### src/hdl/periodic_task_timer_table_unit_assert.svh
// ----------------------------------------------------------------------------
// Assertion macros for the periodic task timer table unit
// Clocked on clk, disabled while arst_n is low.
// ----------------------------------------------------------------------------
`ifndef PERIODIC_TASK_TIMER_TABLE_UNIT_ASSERT_SVH
`define PERIODIC_TASK_TIMER_TABLE_UNIT_ASSERT_SVH

// same-cycle implication
`define PTT_ASSERT_IMP(lbl, ante, cons, msg) \
	lbl: assert property (@(posedge clk) disable iff (!arst_n) (ante) |-> (cons)) \
		else $error(msg);

// next-cycle implication
`define PTT_ASSERT_NXT(lbl, ante, cons, msg) \
	lbl: assert property (@(posedge clk) disable iff (!arst_n) (ante) |=> (cons)) \
		else $error(msg);

`endif

### src/hdl/ptt_pkg.sv
// ----------------------------------------------------------------------------
// ptt_pkg
// Shared constants for the periodic task timer table unit.
// ----------------------------------------------------------------------------
`default_nettype none

package ptt_pkg;

	localparam int NUM_CHANNELS = 8;
	localparam int CH_W         = (NUM_CHANNELS > 1) ? $clog2(NUM_CHANNELS) : 1;
	localparam int TICK_W       = 32;
	localparam int MEM_W        = 2 * TICK_W;   // {period, deadline}

	localparam logic [2:0] OP_SET     = 3'd0;
	localparam logic [2:0] OP_CLEAR   = 3'd1;
	localparam logic [2:0] OP_SUSPEND = 3'd2;
	localparam logic [2:0] OP_RESUME  = 3'd3;
	localparam logic [2:0] OP_TICK    = 3'd4;

	typedef logic [CH_W-1:0] ch_idx_t;
	typedef logic [TICK_W-1:0] tick_t;

endpackage

`default_nettype wire

### src/hdl/ptt_ram.sv
// ----------------------------------------------------------------------------
// ptt_ram
// Generic simple dual-port RAM, one write and one registered read port.
// ----------------------------------------------------------------------------
`default_nettype none

module ptt_ram #(
	parameter int WIDTH = 64,
	parameter int DEPTH = 8
) (
	input  wire logic                                          clk,
	input  wire logic                                          wr_en,
	input  wire logic [((DEPTH > 1) ? $clog2(DEPTH) : 1)-1:0]  wr_addr,
	input  wire logic [WIDTH-1:0]                              wr_data,
	input  wire logic                                          rd_en,
	input  wire logic [((DEPTH > 1) ? $clog2(DEPTH) : 1)-1:0]  rd_addr,
	output logic      [WIDTH-1:0]                              rd_data
);

	logic [WIDTH-1:0] mem [DEPTH];

	always_ff @(posedge clk) begin
		if (wr_en) begin
			mem[wr_addr] <= wr_data;
		end
		if (rd_en) begin
			rd_data <= mem[rd_addr];
		end
	end

endmodule

`default_nettype wire

### src/hdl/periodic_task_timer_table_unit.sv
// ----------------------------------------------------------------------------
// periodic_task_timer_table_unit
// Table of periodic timer channels: set, clear, suspend, resume and tick.
// Period and deadline live in one RAM; flag bits live in flops.
// ----------------------------------------------------------------------------
//  channel | handshake           | payload
//  --------+---------------------+------------------------------------------
//  in      | in_valid / in_ready | opcode, channel, period, now_tick, keep_mask
//  out     | out_valid/out_ready | fired_channel, fired, last
//
//  Set, clear, suspend and resume are taken while idle (in_ready stays high).
//  A tick scans every channel: one RAM read per channel, the
//  evaluate/write-back of each channel overlapping the next read, then a
//  flush of the held result. Output stalls stretch the scan by the stall.
//  RAM is not cleared at reset: a per-entry written bit makes untouched
//  entries read as zero, so the block is ready right out of reset.
// ----------------------------------------------------------------------------
`default_nettype none

`include "periodic_task_timer_table_unit_assert.svh"

module periodic_task_timer_table_unit (
	input  wire logic        clk,
	input  wire logic        arst_n,
	input  wire logic        in_valid,
	output logic             in_ready,
	input  wire logic [2:0]  opcode,
	input  wire logic [3:0]  channel,
	input  wire logic [31:0] period,
	input  wire logic [31:0] now_tick,
	input  wire logic [7:0]  keep_mask,
	output logic             out_valid,
	input  wire logic        out_ready,
	output logic [2:0]       fired_channel,
	output logic             fired,
	output logic             last
);

	localparam logic [1:0] ST_IDLE  = 2'd0;
	localparam logic [1:0] ST_SCAN  = 2'd1;
	localparam logic [1:0] ST_FLUSH = 2'd2;

	localparam int N = ptt_pkg::NUM_CHANNELS;

	logic [1:0]         state_q;
	ptt_pkg::ch_idx_t   idx_q;
	ptt_pkg::tick_t     now_q;
	logic [7:0]         keep_q;
	logic [N-1:0]       en_q;
	logic [N-1:0]       wrap_q;
	logic [N-1:0]       mark_q;
	logic [N-1:0]       written_q;
	logic               pend_valid_q;
	ptt_pkg::ch_idx_t   pend_ch_q;
	logic               out_valid_q;
	logic [2:0]         fired_channel_q;
	logic               fired_q;
	logic               last_q;

	logic                      in_acc;
	logic                      ch_one;
	logic                      ch_all;
	ptt_pkg::ch_idx_t          ch_idx;
	logic                      out_free;
	logic [ptt_pkg::MEM_W-1:0] rd_data;
	ptt_pkg::tick_t            rd_dl;
	ptt_pkg::tick_t            rd_per;
	ptt_pkg::tick_t            new_dl;
	logic                      fire;
	logic                      scan_go;
	logic                      last_idx;
	logic                      keep_bit;
	logic                      out_load;
	logic                      ram_we;
	ptt_pkg::ch_idx_t          ram_waddr;
	logic [ptt_pkg::MEM_W-1:0] ram_wdata;
	logic                      ram_re;
	ptt_pkg::ch_idx_t          ram_raddr;

	assign in_ready = (state_q == ST_IDLE);
	assign in_acc   = in_valid && in_ready;
	assign ch_one   = int'(channel) < N;
	assign ch_all   = int'(channel) == N;
	assign ch_idx   = ptt_pkg::CH_W'(channel);
	assign out_free = !out_valid_q || out_ready;

	// untouched entries read as zero
	assign rd_dl    = written_q[idx_q] ? rd_data[ptt_pkg::TICK_W-1:0] : '0;
	assign rd_per   = written_q[idx_q] ? rd_data[ptt_pkg::MEM_W-1:ptt_pkg::TICK_W] : '0;
	assign new_dl   = now_q + rd_per;
	assign fire     = (state_q == ST_SCAN) && en_q[idx_q] && (now_q >= rd_dl);
	// a second fire needs the output register to take the held word
	assign scan_go  = (state_q == ST_SCAN) && !(fire && pend_valid_q && !out_free);
	assign last_idx = (idx_q == ptt_pkg::CH_W'(N - 1));
	assign keep_bit = (int'(idx_q) < 8) ? keep_q[3'(idx_q)] : 1'b0;
	assign out_load = (scan_go && fire && pend_valid_q) || ((state_q == ST_FLUSH) && out_free);

	always_comb begin
		ram_we    = 1'b0;
		ram_waddr = idx_q;
		ram_wdata = {rd_per, new_dl};
		if (in_acc && (opcode == ptt_pkg::OP_SET) && ch_one) begin
			ram_we    = 1'b1;
			ram_waddr = ch_idx;
			ram_wdata = {period, now_tick + period};
		end else if (scan_go && fire) begin
			ram_we = 1'b1;
		end
	end

	assign ram_re    = (in_acc && (opcode == ptt_pkg::OP_TICK)) || (scan_go && !last_idx);
	assign ram_raddr = in_acc ? '0 : ptt_pkg::CH_W'(idx_q + 1'b1);

	ptt_ram #(
		.WIDTH (ptt_pkg::MEM_W),
		.DEPTH (N)
	) u_ram (
		.clk     (clk),
		.wr_en   (ram_we),
		.wr_addr (ram_waddr),
		.wr_data (ram_wdata),
		.rd_en   (ram_re),
		.rd_addr (ram_raddr),
		.rd_data (rd_data)
	);

	// tick operands
	always_ff @(posedge clk) begin
		if (in_acc && (opcode == ptt_pkg::OP_TICK)) begin
			now_q  <= now_tick;
			keep_q <= keep_mask;
		end
	end

	always_ff @(posedge clk or negedge arst_n) begin
		if (!arst_n) begin
			state_q      <= ST_IDLE;
			idx_q        <= '0;
			en_q         <= '0;
			wrap_q       <= '0;
			mark_q       <= '0;
			written_q    <= '0;
			pend_valid_q <= 1'b0;
			pend_ch_q    <= '0;
		end else begin
			case (state_q)
				ST_IDLE: begin
					if (in_acc) begin
						case (opcode)
							ptt_pkg::OP_SET: begin
								if (ch_one) begin
									en_q[ch_idx]      <= 1'b1;
									written_q[ch_idx] <= 1'b1;
								end
							end
							ptt_pkg::OP_CLEAR: begin
								if (ch_one) begin
									en_q[ch_idx] <= 1'b0;
								end
							end
							ptt_pkg::OP_SUSPEND: begin
								if (ch_one) begin
									en_q[ch_idx] <= 1'b0;
								end else if (ch_all) begin
									mark_q <= mark_q | en_q;
									en_q   <= '0;
								end
							end
							ptt_pkg::OP_RESUME: begin
								if (ch_one) begin
									en_q[ch_idx] <= 1'b1;
								end else if (ch_all) begin
									en_q   <= en_q | mark_q;
									mark_q <= '0;
								end
							end
							ptt_pkg::OP_TICK: begin
								state_q <= ST_SCAN;
								idx_q   <= '0;
							end
							default: begin
							end
						endcase
					end
				end
				ST_SCAN: begin
					if (scan_go) begin
						if (fire) begin
							en_q[idx_q]      <= keep_bit;
							written_q[idx_q] <= 1'b1;
							wrap_q[idx_q]    <= wrap_q[idx_q] ? 1'b0 : (new_dl < now_q);
							pend_valid_q     <= 1'b1;
							pend_ch_q        <= idx_q;
						end
						if (last_idx) begin
							state_q <= ST_FLUSH;
						end else begin
							idx_q <= ptt_pkg::CH_W'(idx_q + 1'b1);
						end
					end
				end
				ST_FLUSH: begin
					if (out_free) begin
						pend_valid_q <= 1'b0;
						state_q      <= ST_IDLE;
					end
				end
				default: begin
					state_q <= ST_IDLE;
				end
			endcase
		end
	end

	always_ff @(posedge clk or negedge arst_n) begin
		if (!arst_n) begin
			out_valid_q <= 1'b0;
		end else if (out_load) begin
			out_valid_q <= 1'b1;
		end else if (out_ready) begin
			out_valid_q <= 1'b0;
		end
	end

	// held word goes out as non-last on the next fire, as last at flush
	always_ff @(posedge clk) begin
		if (out_load) begin
			if (state_q == ST_FLUSH) begin
				fired_channel_q <= pend_valid_q ? 3'(pend_ch_q) : 3'd0;
				fired_q         <= pend_valid_q;
				last_q          <= 1'b1;
			end else begin
				fired_channel_q <= 3'(pend_ch_q);
				fired_q         <= 1'b1;
				last_q          <= 1'b0;
			end
		end
	end

	assign out_valid     = out_valid_q;
	assign fired_channel = fired_channel_q;
	assign fired         = fired_q;
	assign last          = last_q;

	`PTT_ASSERT_IMP(a_idle_no_pend, in_ready, !pend_valid_q, "pending word while idle")
	`PTT_ASSERT_IMP(a_empty_is_last, out_valid && !fired, last, "empty tick word not last")
	`PTT_ASSERT_IMP(a_fire_writes, scan_go && fire, ram_we && (ram_waddr == idx_q), "fire without write-back")
	`PTT_ASSERT_NXT(a_flush_done, (state_q == ST_FLUSH) && out_free, in_ready && out_valid && last, "flush did not finish")

endmodule

`default_nettype wire
### config.mk
export PLATFORM = sky130hd
export DESIGN_NAME = periodic_task_timer_table_unit
export DESIGN_NICKNAME = d
export VERILOG_FILES = /design/src/hdl/ptt_pkg.sv /design/src/hdl/ptt_ram.sv /design/src/hdl/periodic_task_timer_table_unit.sv
export VERILOG_INCLUDE_DIRS = /design/src /design/src/hdl
export SDC_FILE = /design/constraint.sdc
export NUM_CORES = 1
export LEC_CHECK = 0
export BUFFER_PORTS_ARGS = -buffer_cell sky130_fd_sc_hd__buf_2
export CAP_MARGIN = 20
export CORE_AREA = 2 2 263 265
export DETAILED_ROUTE_END_ITERATION = 12
export DIE_AREA = 0 0 265 267
export GPL_TIMING_DRIVEN = 1
export PLACE_DENSITY_LB_ADDON = 0.08
export SETUP_SLACK_MARGIN = 0.1
export SYNTH_ARGS = -nofsm -noshare
export SYNTH_HDL_FRONTEND = slang
export SYNTH_SLANG_ARGS = --single-unit
### constraint.sdc
create_clock -name clk -period 9.66 [get_ports clk]
set_clock_uncertainty 0.2 [all_clocks]
set_input_delay 1.932 -clock clk [delete_from_list [all_inputs] [get_ports clk]]
set_output_delay 1.932 -clock clk [all_outputs]
set_load 0.02 [all_outputs]
==> results of run 1 <==
synthesized netlist by cell type (4+ instances only):
cell / instances / area [sq um]
nor3b_1: 6 / 45.04
buf_1: 7 / 26.28
ha_1: 96 / 1201
nand2_1: 228 / 855.8
mux2_2: 34 / 382.9
edfxtp_1: 621 / 18650
nor2b_1: 11 / 68.82
nor2_1: 71 / 266.5
o221ai_1: 5 / 43.79
and3_1: 12 / 75.07
a22o_1: 7 / 61.31
o41ai_1: 62 / 543.0
a31oi_1: 9 / 56.30
dfrtp_1: 34 / 850.8
mux4_2: 65 / 1464
o21a_1: 17 / 127.6
mux2i_1: 79 / 790.8
and2_1: 41 / 256.5
o21ai_0: 61 / 305.3
nand2b_1: 20 / 125.1
a21o_1: 37 / 277.8
o21bai_1: 14 / 105.1
o22ai_1: 8 / 50.05
nand3_1: 15 / 75.07
a21oi_1: 95 / 475.5
o31ai_1: 71 / 533.0
a211oi_1: 73 / 548.0
buf_2: 25 / 125.1
o211ai_1: 14 / 105.1
clkbuf_1: 75 / 281.5
inv_1: 32 / 120.1
o21ai_1: 5 / 25.02
nand4_1: 17 / 106.4
xor2_1: 18 / 157.7
a211o_1: 6 / 52.55
nor3_1: 14 / 70.07
xnor2_1: 26 / 227.7
a22oi_1: 4 / 30.03
o31a_1: 4 / 35.03
flip-flops by register name, indices dropped and copies added, names as in the netlist, 2 cells and up:
register       count
keep_q             8
pend_ch_q          3
u_ram.rd_data     64
en_q               8
written_q          8
now_q             32
fired_channel      3
idx_q              3
mark_q             8
u_ram.mem        512
state_q            2
per-stage QoR:
stage                     power (mW)    util  area, sq um  setup slack (ns)  hold WS [ns]
after floorplan                8.051       -        30350             2.795        0.2436
after global placement         9.634  0.4672        31760             1.846        0.2666
after detailed placement       9.757  0.4680        31820             1.828        0.2667
after CTS                      12.47  0.5020        34130             1.751        0.2796
after global routing           13.10  0.5022        34140             1.407        0.3053
final                          12.40  0.5022        34140             1.924        0.2813
logic make-up (layout without fill, tap and decap cells):
group                      Yosys count  count (layout)  share of synthesized area
DFF                                655             655                     0.6426
AOI/OAI and AO/OA                  534             534                     0.1268
adders and majority gates           98              98                    0.04090
buffers and inverters              143             289                    0.01901
muxes                              178             178                    0.08692
xor gates and xnor gates            44              44                    0.01270
and+or+nand+nor                    460             460                    0.07108
report_power, final:
group	total [mW]	internal, mW	switching (mW)
sequential	4.60	4.37	0.229
clock	2.68	1.51	1.17
combinational	5.12	1.69	3.43
total	12.4	7.56	4.83
worst max-delay path by stage:
stage	start	to	slack, ns	cells past startpoint
after floorplan	idx_q[1]$_DFFE_PN0P_	u_ram.mem[5][0]$_DFFE_PP_	2.80	17
after global placement	idx_q[0]$_DFFE_PN0P_	u_ram.mem[6][37]$_DFFE_PP_	1.85	16
after detailed placement	idx_q[0]$_DFFE_PN0P_	u_ram.mem[5][61]$_DFFE_PP_	1.83	16
after CTS	idx_q[0]$_DFFE_PN0P_	u_ram.mem[5][56]$_DFFE_PP_	1.75	16
after global routing	idx_q[0]$_DFFE_PN0P_	u_ram.mem[5][56]$_DFFE_PP_	1.41	16
final	idx_q[0]$_DFFE_PN0P_	u_ram.mem[5][55]$_DFFE_PP_	1.92	16
routing by layer:
| metal | part of all wire | routed length [um] | vias up | GRT usage |
|---|---|---|---|---|
| met4 | 0.024 | 1921 | 0 | 0.06001 |
| met2 | 0.45 | 36580 | 535 | 0.3560 |
| met5 | 0 | 0 | - | 0 |
| met1 | 0.48 | 38730 | 9607 | 0.3433 |
| met3 | 0.048 | 3898 | 121 | 0.03395 |
| li1 | - | - | 8551 | - |
area by class of cell:
type | instances | area, sq um
clock buffer | 91 | 1916
fill | 5776 | 33850
timing repair buffer | 119 | 710.7
clock inverter | 45 | 397.9
multi-input combinational | 1314 | 10380
inverter | 34 | 128.9
tap | 882 | 1104
sequential | 655 | 19500
==> flow_summary.json, run 1 <==
{
  "fin_crit_ns": 7.736,
  "numPlacedInstances": 3003,
  "tritoncts": "built",
  "slew_viol_final": 0,
  "setup_violations": 0,
  "finalCritPeriodShare": 0.8009,
  "grt_usage": 0.2308,
  "path_clk_slew_ns": 0.06,
  "syn_to_final_growth_pct": 12.50,
  "clkSinkCount": 655,
  "initial_utilization": 0.4464,
  "grt_pass1_vias": 18840,
  "holdBufCountCts": 0,
  "yosysUniqueCellTypes": 88,
  "dr_total_vias": 18810,
  "rr_startpoint": "idx_q[0]$_DFFE_PN0P_",
  "synthCells": 2112,
  "grt_max_degree": 84,
  "ys_ff_latch": 655,
  "rows": 96,
  "htree_levels": 3,
  "crit_family": "buffers and inverters",
  "slowest_delay_ns": 0.98,
  "worstRegToRegCells": 16,
  "ctsLongestPathBuffers": 3,
  "drt_iter0_drc": 1853,
  "gp_congestion": 0.8777,
  "wire_per_inst_um": 25.84,
  "min_path_type": "flop to flop",
  "syn_area_per_cell_sq_um": 14.37,
  "worst-path-buf-inv": 3,
  "worstSetupPathType": "flop to flop",
  "finalSetupTns_ns": 0,
  "async_flop_share": 0.05191,
  "cpMaxStageDelayCell": "dfrtp_4",
  "ir_drop_uv": 254.0,
  "antenna_left": 0,
  "nets": 2379,
  "crit_chain": "clkinv_2, and3_1, a22oi_1, nand4_1, buf_4, and2_1, ha_1, nand2b_1, a21o_1, a21oi_1, o211ai_1, a221oi_4, o21bai_2, a32oi_2, nor2_4, buf_4",
  "grt_antenna_before_repair": 0,
  "syn_area_sq_um": 30350,
  "drc_errors": 0,
  "hp-start": "written_q[2]$_DFFE_PN0P_",
  "reg2reg_slack_ns": 1.92,
  "cts_root_buf": "clkbuf_16",
  "die_x_um": 265,
  "antenna_cells": 0,
  "yosysWarnings": 0,
  "grt_pass1_wl_um": 121700,
  "endpoint_kind": "flop",
  "crit_required_ns": 9.69,
  "portBuffers": 89,
  "drive_above_1_share": 0.1639,
  "hpwl_um": 50370,
  "p_leak_nw": 11.99,
  "clk_latency_ns": 0.63,
  "max_freq_mhz": 129.3,
  "crit_arrival_ns": 7.77,
  "final_common_cell": "edfxtp_1",
  "worst-path-max-fanout": 58,
  "hold_viol": 0,
  "outcome": "completed",
  "worst_pin_slew_ns": 1.125,
  "p_per_area_nw_per_um2": 363.1,
  "hold_depth": 1,
  "synth_fp_nets": 2293,
  "grt_overflow": 0,
  "maxCapViolations": 0,
  "fin_cells": 3140,
  "io_pins": 90,
  "wirelength_um": 81130,
  "coreArea_sq_um": 67990,
  "synth_edf_count": 621,
  "dr.pass1.iters": 5,
  "final_cell_mix": "edfxtp_1 (621), nand2_1 (225), a21oi_1 (95), ha_1 (95), buf_2 (89)",
  "numCtsBuffers": 74,
  "grt_setup_unrepaired": "no",
  "ys_seq_area_frac": 0.6426,
  "slew_headroom": 0.2501,
  "die_area_sq_um": 70760,
  "holdPathEnd": "written_q[2]$_DFFE_PN0P_",
  "via_per_inst": 5.992,
  "cpMostUsedCell": "buf_4",
  "cts_resized": 0,
  "start_kind": "flop",
  "timing.rr.end": "u_ram.mem[5][55]$_DFFE_PP_",
  "postCtsSetupBuffers": 0,
  "synthFlopType": "edfxtp_1",
  "die_h_um": 267
}
No activity file was read; power rests on OpenSTA's default activity.
==> run 2: changes to the inputs <==
==> constraint.sdc (replaced) <==
create_clock -name clk -period 7.55 [get_ports clk]
set_clock_uncertainty 0.2 [all_clocks]
set_input_delay 1.51 -clock clk [delete_from_list [all_inputs] [get_ports clk]]
set_output_delay 1.51 -clock clk [all_outputs]
set_load 0.02 [all_outputs]
==> run 2 against run 1 <==
  * Global-route usage grew 1.5 points
  * Non-clock buffer count rose by 16
  * Final cell count rose by 0.32%
  * Flip-flop and latch count is the same
  * Cell area grew 0.63%
  * Critical path depth unchanged
  * Via count rose by 2.3%
  * Register-to-register slack worse by 0.55 ns
  * Combinational power grew 37%
  * Clock power rose by 29%
  * Clock-buffer cell count up 4
  * Worst hold slack improved by 0.011 ns
  * Largest cell class unchanged
==> flow_summary.json, run 2 (synthesized netlist as in run 1, its figures left out) <==
{
  "worstRegToRegCells": 16,
  "outcome": "completed",
  "holdBufCountCts": 0,
  "drt_iter0_drc": 1739,
  "die_h_um": 267,
  "slew_viol_final": 0,
  "grt_usage": 0.2456,
  "layout_setup_ws_ns": 1.378,
  "tritoncts": "built",
  "grt_setup_unrepaired": "no",
  "top_register": "u_ram.mem",
  "crit_family": "simple AND/OR/NAND/NOR gates",
  "setup_violations": 0,
  "final_cell_area_sq_um": 34360,
  "io_pins": 90,
  "place_area_sq_um": 32030,
  "p_sw_mw": 6.430,
  "swShare": 0.3935,
  "holdPathEnd": "written_q[6]$_DFFE_PN0P_",
  "syn_to_final_growth_pct": 13.21,
  "rr_startpoint": "idx_q[2]$_DFFE_PN0P_",
  "crit_arrival_ns": 6.19,
  "hold_depth": 1,
  "cpMaxStageDelayCell": "dfrtp_1",
  "hold_viol": 0,
  "worst-path-max-fanout": 53,
  "worstSetupPathType": "flop to flop",
  "antenna_left": 0,
  "cts_root_buf": "clkbuf_16",
  "crit_chain": "nor3b_2, a22oi_1, nand4_1, buf_8, buf_4, nand2_1, ha_1, nand2_1, nor3_1, nand3_1, or2_1, o2111ai_1, o21bai_2, a31oi_2, nor2_4, buf_4",
  "regArea_sq_um": 19500,
  "nets": 2393,
  "final_cell_mix": "edfxtp_1 (621), nand2_1 (225), a21oi_1 (95), ha_1 (95), buf_2 (92)",
  "pwr-share-comb": 0.430,
  "top_regs": "u_ram.mem (512), u_ram.rd_data (64), now_q (32)",
  "hp-start": "written_q[6]$_DFFE_PN0P_",
  "crit_required_ns": 7.57,
  "numCtsBuffers": 72,
  "p_seq_frac": 0.358,
  "initial_utilization": 0.4464,
  "via_per_inst": 6.110,
  "p_per_area_nw_per_um2": 475.6,
  "final_common_cell": "edfxtp_1",
  "drive_above_1_share": 0.1681,
  "slowest_delay_ns": 0.90,
  "grt_max_degree": 190,
  "ir_drop_uv": 546.4,
  "rows": 96,
  "grt_overflow": 0,
  "portBuffers": 89,
  "wire_per_inst_um": 27.51,
  "hpwl_um": 55630,
  "fin_crit_ns": 6.172,
  "post-place-ws_ns": 0.9064,
  "largest_reg_flops": 512,
  "slew_headroom": 0.2374,
  "die_x_um": 265,
  "maxCapViolations": 0,
  "worst-path-buf-inv": 3,
  "ctsLongestPathBuffers": 3,
  "start_kind": "flop",
  "path_clk_slew_ns": 0.06,
  "min_path_type": "flop to flop",
  "max_freq_mhz": 162.0,
  "htree_levels": 3,
  "multi_input_area_sq_um": 10380,
  "worst_pin_slew_ns": 1.132,
  "n_fill_cell": 5746,
  "grt_antenna_before_repair": 4,
  "clkSinkCount": 655,
  "cts_resized": 0,
  "clkPwrFrac": 0.212,
  "reg2reg_slack_ns": 1.38,
  "endpoint_kind": "flop",
  "gp_congestion": 0.8842,
  "drc_errors": 0,
  "clk_latency_ns": 0.62,
  "dr_total_vias": 19250,
  "coreArea_sq_um": 67990,
  "p_leak_nw": 12.11,
  "finalCritPeriodShare": 0.8175,
  "grt_pass1_vias": 18950,
  "timing.rr.end": "u_ram.mem[6][57]$_DFFE_PP_",
  "finalSetupTns_ns": 0,
  "wirelength_um": 86650,
  "die_area_sq_um": 70760,
  "dr.pass1.iters": 5,
  "grt_pass1_wl_um": 127400,
  "postCtsSetupBuffers": 0,
  "internal-power_mw": 9.911
}
==> run 2: cell type report <==
type | instances | area share
Sequential cell | 655 | 0.5677
Multi-Input combinational cell | 1314 | 0.3021
Clock buffer | 95 | 0.05711
Tap cell | 882 | 0.03212
Timing Repair Buffer | 135 | 0.02739
Clock inverter | 34 | 0.009760
Inverter | 34 | 0.003751
Antenna cell | 1 | 0.00007284
==> run 2: power by group through the flow <==
stage	Combinational [mW]	Sequential (mW)	Clock, mW
6_report	7.03	5.85	3.46
5_1_grt	7.61	5.89	3.65
4_1_cts	7.00	5.84	3.52
3_5_place_dp	6.95	5.90	0
3_3_place_gp	6.82	5.93	0
2_1_floorplan	4.54	5.76	0
==> run 2: worst max-delay path by stage <==
stage                               from  cells past startpoint  slack (ns)                         end
floorplan           idx_q[1]$_DFFE_PN0P_                     17        0.69   u_ram.mem[5][0]$_DFFE_PP_
global placement    idx_q[2]$_DFFE_PN0P_                     15        1.02  u_ram.mem[7][59]$_DFFE_PP_
detailed placement  idx_q[2]$_DFFE_PN0P_                     15        0.91  u_ram.mem[6][59]$_DFFE_PP_
CTS                 idx_q[2]$_DFFE_PN0P_                     15        0.87  u_ram.mem[6][28]$_DFFE_PP_
global route        idx_q[2]$_DFFE_PN0P_                     16        0.99  u_ram.mem[7][30]$_DFFE_PP_
finish              idx_q[2]$_DFFE_PN0P_                     16        1.38  u_ram.mem[6][57]$_DFFE_PP_
==> run 2: stage by stage <==
step	power (mW)	utilization	hold WS, ns	cells
after detailed placement	12.86	0.4711	0.2768	3017
after CTS	16.36	0.5049	0.2939	3146
after global routing	17.16	0.5053	0.3039	3149
after global placement	12.74	0.4685	0.2720	3008
final	16.34	0.5053	0.2920	3150
after floorplan	10.30	-	0.2436	2112
==> run 2: metal layers <==
layer  GRT usage  part of all wire  vias up
met5           0                 0        -
met1      0.3590              0.46     9901
li1            -                 -     8595
met2      0.3865              0.46      651
met4     0.05772             0.019        0
met3     0.03939             0.066      101
